<file path="config.mk">
export PLATFORM = sky130hd
export DESIGN_NAME = esc_next
export DESIGN_NICKNAME = d
export VERILOG_FILES = /design/src/hw/rtl/esc_pkg.sv /design/src/hw/rtl/esc_next.sv
export SDC_FILE = /design/constraint.sdc
export NUM_CORES = 1
export LEC_CHECK = 0
export ABC_CLOCK_PERIOD_IN_PS = 6500
export CORE_UTILIZATION = 55
export DETAILED_ROUTE_END_ITERATION = 10
export DONT_BUFFER_PORTS = 1
export GPL_TIMING_DRIVEN = 0
export PLACE_DENSITY = 0.72
export SYNTH_ARGS = -nofsm -noshare
export SYNTH_HDL_FRONTEND = slang
export SYNTH_SLANG_ARGS = --single-unit
</file>
<file path="constraint.sdc">
create_clock -name vclk -period 6.5
set_clock_uncertainty 0.1 [all_clocks]
set_input_delay 0.65 -clock vclk [all_inputs]
set_output_delay 0.65 -clock vclk [all_outputs]
set_load 0.01 [all_outputs]
</file>
<file path="src/hw/rtl/esc_pkg.sv">
// esc_pkg: shared types, character codes and helpers for the expression syntax checker
// no dependencies; used by esc_next and expression_syntax_checker
package esc_pkg;

	typedef enum logic [2:0] {
		M_OPERAND       = 3'd0,
		M_INTEGER       = 3'd1,
		M_AFTER_DOT     = 3'd2,
		M_FRACTION      = 3'd3,
		M_AFTER_OPERAND = 3'd4,
		M_EQ_EXPECTED   = 3'd5
	} esc_mode_t;

	typedef enum logic [2:0] {
		ERR_NONE  = 3'd0,
		ERR_EQ    = 3'd1,
		ERR_PAREN = 3'd2,
		ERR_SYM   = 3'd3,
		ERR_DOT   = 3'd4,
		ERR_EXTRA = 3'd5,
		ERR_DEPTH = 3'd6
	} esc_err_t;

	localparam logic [7:0] CH_NUL   = 8'h00;
	localparam logic [7:0] CH_OR    = 8'h7C;
	localparam logic [7:0] CH_AND   = 8'h26;
	localparam logic [7:0] CH_EQ    = 8'h3D;
	localparam logic [7:0] CH_BANG  = 8'h21;
	localparam logic [7:0] CH_LT    = 8'h3C;
	localparam logic [7:0] CH_GT    = 8'h3E;
	localparam logic [7:0] CH_PLUS  = 8'h2B;
	localparam logic [7:0] CH_MINUS = 8'h2D;
	localparam logic [7:0] CH_STAR  = 8'h2A;
	localparam logic [7:0] CH_SLASH = 8'h2F;
	localparam logic [7:0] CH_LPAR  = 8'h28;
	localparam logic [7:0] CH_RPAR  = 8'h29;
	localparam logic [7:0] CH_DOT   = 8'h2E;
	localparam logic [7:0] CH_0     = 8'h30;
	localparam logic [7:0] CH_9     = 8'h39;
	localparam logic [7:0] CH_UA    = 8'h41;
	localparam logic [7:0] CH_UZ    = 8'h5A;
	localparam logic [7:0] CH_LA    = 8'h61;
	localparam logic [7:0] CH_LZ    = 8'h7A;

	localparam int unsigned POS_W = 16;

	typedef struct packed {
		esc_mode_t        parse_mode;
		esc_err_t         latched_error;
		logic [POS_W-1:0] latched_position;
		logic [POS_W-1:0] char_count;
	} esc_state_t;

	typedef struct packed {
		logic             emit;
		logic             verdict_ok;
		esc_err_t         error_code;
		logic [POS_W-1:0] error_position;
	} esc_result_t;

	function automatic logic is_digit(input logic [7:0] c);
		return (c >= CH_0) && (c <= CH_9);
	endfunction

	function automatic logic is_letter(input logic [7:0] c);
		return ((c >= CH_UA) && (c <= CH_UZ)) || ((c >= CH_LA) && (c <= CH_LZ));
	endfunction

endpackage

</file>
<file path="src/hw/rtl/esc_next.sv">
// esc_next: next-state and verdict logic for one character of the expression
// depends on esc_pkg
module esc_next #(
	parameter int unsigned MAX_DEPTH = 255,
	parameter int unsigned DEPTH_W   = 8,
	parameter logic [esc_pkg::POS_W-1:0] COUNT_CAP = 16'hFFFF
) (
	input  esc_pkg::esc_state_t  cur,
	input  logic [DEPTH_W-1:0]   depth,
	input  logic [7:0]           symbol,
	input  logic                 last,
	output esc_pkg::esc_state_t  nxt,
	output logic [DEPTH_W-1:0]   depth_nxt,
	output esc_pkg::esc_result_t res
);

	logic [esc_pkg::POS_W-1:0] count1;
	logic                      is_end;
	esc_pkg::esc_mode_t        mode_n;
	logic [DEPTH_W-1:0]        depth_n;
	logic                      raise;
	esc_pkg::esc_err_t         rcode;
	logic                      ao;
	esc_pkg::esc_err_t         fcode;
	esc_pkg::esc_err_t         err_fin;
	logic [esc_pkg::POS_W-1:0] pos_fin;

	assign count1 = (!last && (cur.char_count < COUNT_CAP)) ?
		cur.char_count + 1'b1 : cur.char_count;
	assign is_end = last || (symbol == esc_pkg::CH_NUL);

	always_comb begin
		mode_n  = cur.parse_mode;
		depth_n = depth;
		raise   = 1'b0;
		rcode   = esc_pkg::ERR_NONE;
		ao      = 1'b0;
		case (cur.parse_mode)
			esc_pkg::M_OPERAND: begin
				if (esc_pkg::is_letter(symbol)) begin
					mode_n = esc_pkg::M_AFTER_OPERAND;
				end else if (esc_pkg::is_digit(symbol)) begin
					mode_n = esc_pkg::M_INTEGER;
				end else if (symbol == esc_pkg::CH_LPAR) begin
					if (depth == DEPTH_W'(MAX_DEPTH)) begin
						raise = 1'b1;
						rcode = esc_pkg::ERR_DEPTH;
					end else begin
						depth_n = depth + 1'b1;
					end
				end else if (symbol != esc_pkg::CH_BANG) begin
					raise = 1'b1;
					rcode = esc_pkg::ERR_SYM;
				end
			end
			esc_pkg::M_INTEGER: begin
				if (symbol == esc_pkg::CH_DOT) begin
					mode_n = esc_pkg::M_AFTER_DOT;
				end else if (!esc_pkg::is_digit(symbol)) begin
					ao = 1'b1;
				end
			end
			esc_pkg::M_AFTER_DOT: begin
				if (esc_pkg::is_digit(symbol)) begin
					mode_n = esc_pkg::M_FRACTION;
				end else begin
					raise = 1'b1;
					rcode = esc_pkg::ERR_DOT;
				end
			end
			esc_pkg::M_FRACTION: begin
				if (!esc_pkg::is_digit(symbol)) begin
					ao = 1'b1;
				end
			end
			esc_pkg::M_AFTER_OPERAND: begin
				ao = 1'b1;
			end
			default: begin
				if (symbol == esc_pkg::CH_EQ) begin
					mode_n = esc_pkg::M_OPERAND;
				end else begin
					raise = 1'b1;
					rcode = esc_pkg::ERR_EQ;
				end
			end
		endcase
		if (ao) begin
			case (symbol) inside
				esc_pkg::CH_OR, esc_pkg::CH_AND, esc_pkg::CH_LT, esc_pkg::CH_GT,
				esc_pkg::CH_PLUS, esc_pkg::CH_MINUS, esc_pkg::CH_STAR,
				esc_pkg::CH_SLASH: begin
					mode_n = esc_pkg::M_OPERAND;
				end
				esc_pkg::CH_EQ, esc_pkg::CH_BANG: begin
					mode_n = esc_pkg::M_EQ_EXPECTED;
				end
				esc_pkg::CH_RPAR: begin
					if (depth != '0) begin
						depth_n = depth - 1'b1;
						mode_n  = esc_pkg::M_AFTER_OPERAND;
					end else begin
						raise = 1'b1;
						rcode = esc_pkg::ERR_EXTRA;
					end
				end
				default: begin
					raise = 1'b1;
					rcode = (depth != '0) ? esc_pkg::ERR_PAREN : esc_pkg::ERR_EXTRA;
				end
			endcase
		end
	end

	always_comb begin
		case (cur.parse_mode)
			esc_pkg::M_OPERAND:     fcode = esc_pkg::ERR_SYM;
			esc_pkg::M_AFTER_DOT:   fcode = esc_pkg::ERR_DOT;
			esc_pkg::M_EQ_EXPECTED: fcode = esc_pkg::ERR_EQ;
			default: fcode = (depth != '0) ? esc_pkg::ERR_PAREN : esc_pkg::ERR_NONE;
		endcase
	end

	// first error wins, positioned at the updated count
	always_comb begin
		err_fin = cur.latched_error;
		pos_fin = cur.latched_position;
		if (cur.latched_error == esc_pkg::ERR_NONE) begin
			err_fin = is_end ? fcode : (raise ? rcode : esc_pkg::ERR_NONE);
			pos_fin = (err_fin != esc_pkg::ERR_NONE) ? count1 : cur.latched_position;
		end
	end

	always_comb begin
		res.emit           = is_end;
		res.verdict_ok     = (err_fin == esc_pkg::ERR_NONE);
		res.error_code     = err_fin;
		res.error_position = (err_fin == esc_pkg::ERR_NONE) ? count1 : pos_fin;
		if (is_end) begin
			nxt.parse_mode       = esc_pkg::M_OPERAND;
			nxt.latched_error    = esc_pkg::ERR_NONE;
			nxt.latched_position = '0;
			nxt.char_count       = '0;
			depth_nxt            = '0;
		end else begin
			nxt.parse_mode       = (cur.latched_error == esc_pkg::ERR_NONE) ?
				mode_n : cur.parse_mode;
			nxt.latched_error    = err_fin;
			nxt.latched_position = pos_fin;
			nxt.char_count       = count1;
			depth_nxt            = (cur.latched_error == esc_pkg::ERR_NONE) ? depth_n : depth;
		end
	end

endmodule

</file>
==> results by group <==
Critical path
  – CP Launch Type: input pin
  – CP Max Fanout: 10
  – Crit path required time: 5.75 ns
  – Crit path DAT: 3.17 ns
  – CP Class: input pin to output port
  – Critical Path Sink Type: output port

Run
  – Max_cap viols: 0

Clock tree
  – Post-CTS sizing: 0
  – Setup repair bufs after CTS: 0
  – # hold bufs at CTS: 0

Cells and area
  – Area Overhead vs Synth: 2.83%
  – # diodes: 0
  – Fin cells: 360
  – Most frequent cells in the layout: nor2_1 (36), nand2_1 (32), o21ai_0 (30), nand3_1 (22)
  – Most common cell after layout, fill and taps aside: nor2_1
  – Fill count: 333
  – Sequential cells: 0
  – Clkbuf count: 0
  – Post-layout util: 60.8%
  – Fin nets: 374
  – Layout cells sized above 1: 11.5%
  – Register area: 0 um^2

Timing
  – Worst setup margin: 2.58 ns
  – Minimum clock period: 3.92 ns
  – Final setup viols: 0
  – Final setup TNS: 0 ns
  – Max Fclk: 255 MHz
  – Final hold vios: 0
  – RSZ-0062 raised after global routing: false
  – Worst-margin pin slew: 0.863 ns
  – Worst slew margin: 42.1%
  – Final worst path period share: 60.3%
  – Fin. max-slew vios: 0

Logic synthesis
  – Register area share after synthesis: 0%
  – Post-Synth XOR/XNOR Area: 8.61%
  – Leading area contributor after synthesis: mux2_4
  – Syn avg cell area: 6.48 um^2
  – Library cells used by synthesis: 68
  – Post-synthesis adder-cell area fraction: 1.85%
  – Largest family of logic cells by synthesized area: simple AND/OR/NAND/NOR gates
  – Gate count after technology mapping: 314
  – Cell Area, Synth: 2030 um^2
  – Syn nets: 372
  – Proportion of synthesized area in mux cells: 11.7%
  – Synth top area share: 7.38%
  – Top cells by area, synth: mux2_4 (7.4%), o21ai_0 (7.4%), nor2_1 (6.6%)
  – Yosys warns: 0
  – Synth Area in Compound Gates: 28.4%
  – Post-Synth Simple-Gate Area: 42.6%

Die
  – Initial core utilization: 59.1%
  – Die width: 62.8 um
  – Core Area: 3440 um^2
  – Ports: 122
  – Overall die height: 62.8 um
  – Row count: 21
  – Die area: 3950 um^2

GRT
  – Largest net degree at the start of global routing: 11
  – Grt total ovfl: 0
  – Vias in the first global route: 2217
  – GRT Util Overall: 29.8%
  – First-pass GRT wire length: 10000 um
  – Initial antenna violation count: 0

Power and ir drop
  – Switching share of power: 62.3%
  – Sequential Power Share: 0%
  – Peak VDD IR: 0.0345 mV
  – Logic pwr share: 100.0%
  – Pwr Density: 53.9 nW/um^2
  – P_int: 0.0426 mW
  – Switching power: 0.0703 mW
  – Static Leakage: 0.769 nW
  – Clock network fraction of total power: 0%

Detailed routing
  – DRT iter0 DRCs: 109
  – Met2 wire len: 2920 um
  – Routed wire length per instance: 17.2 um
  – DRT Wirelength: 6190 um
  – Metal-1 WL: 2690 um
  – Wire length on met3: 532 um
  – Via density: 6.63
  – DRC Markers: 0
  – Top Layer Used: met4
  – Post-route ant nets: 0
  – Drt first pass iters: 4
  – Via Count: 2386

Placement
  – Port buffer count: 0
  – HPWL after detailed placement: 4940 um
  – Place WS: 2.64 ns
  – Final Wtd Congestion: 0.901
  – Inst Count DP: 360

Min path
  – Class of the worst hold path: input pin to output port

Status
  – Status: complete, no violations
[synth_stat cells (all sizes together) (4+ instances only)]
| master | instances |
|---|---|
| nor2 | 36 |
| and3 | 6 |
| nand3 | 22 |
| a211oi | 4 |
| xor2 | 14 |
| nor4b | 4 |
| nor3 | 4 |
| clkbuf | 14 |
| or3 | 5 |
| a21oi | 18 |
| o21ai | 31 |
| xnor2 | 6 |
| nand4 | 9 |
| nand2 | 32 |
| buf | 6 |
| mux2 | 16 |
| and2 | 18 |
| inv | 10 |
[logic make-up (layout without fill, tap and decap cells)]
kind of cell,Yosys count,count (layout)
AND/OR/NAND/NOR,158,158
buffers and inverters,30,30
XOR/XNOR,20,20
adder cells (fa/ha/maj),3,3
AO/OA/AOI/OAI,85,85
multiplexers,18,18
[layout make-up]
| type | count | area (um^2) | area share [%] |
|---|---|---|---|
| Multi-Input combinational cell | 284 | 1890 | 90.6 |
| Buffer | 20 | 103 | 4.90 |
| Tap cell | 46 | 57.6 | 2.75 |
| Inverter | 10 | 37.5 | 1.79 |
[through the flow]
stage          hold WS [ns]  cell area [um^2]  power [mW]
2_1_floorplan          1.31              2030      0.0950
3_3_place_gp           1.32              2090       0.110
3_5_place_dp           1.32              2090       0.112
4_1_cts                1.32              2090       0.112
5_1_grt                1.33              2090       0.123
6_report               1.32              2090       0.113
[routing by layer]
layer | global-route usage, % | vias to the layer above
li1 | - | 1153
met4 | 3.49 | 0
met3 | 4.01 | 8
met1 | 38.8 | 1090
met2 | 52.9 | 135
met5 | 0 | -
[path summary, 6_finish.rpt]
path,to,start,cells after the start,slack [ns]
min,res[16],cur[32],1,1.32
max,nxt[31],symbol[0],9,2.58
[critical path, stage by stage]
cell and delay, ns:
nor4_2 0.47, a21oi_1 0.33, inv_2 0.27, o21ai_0 0.19, nor2_1 0.15, a31oi_1 0.09, o31ai_4 0.44, buf_8 0.23
mux2_4 0.34
[power by group through the flow]
stage / combinational [mW] / clock [mW] / sequential, mW
final: 0.113 / 0 / 0
after detailed placement: 0.112 / 0 / 0
after global routing: 0.123 / 0 / 0
after global placement: 0.110 / 0 / 0
after CTS: 0.112 / 0 / 0
after floorplan: 0.0950 / 0 / 0
Power figures use the tool's default switching activity.
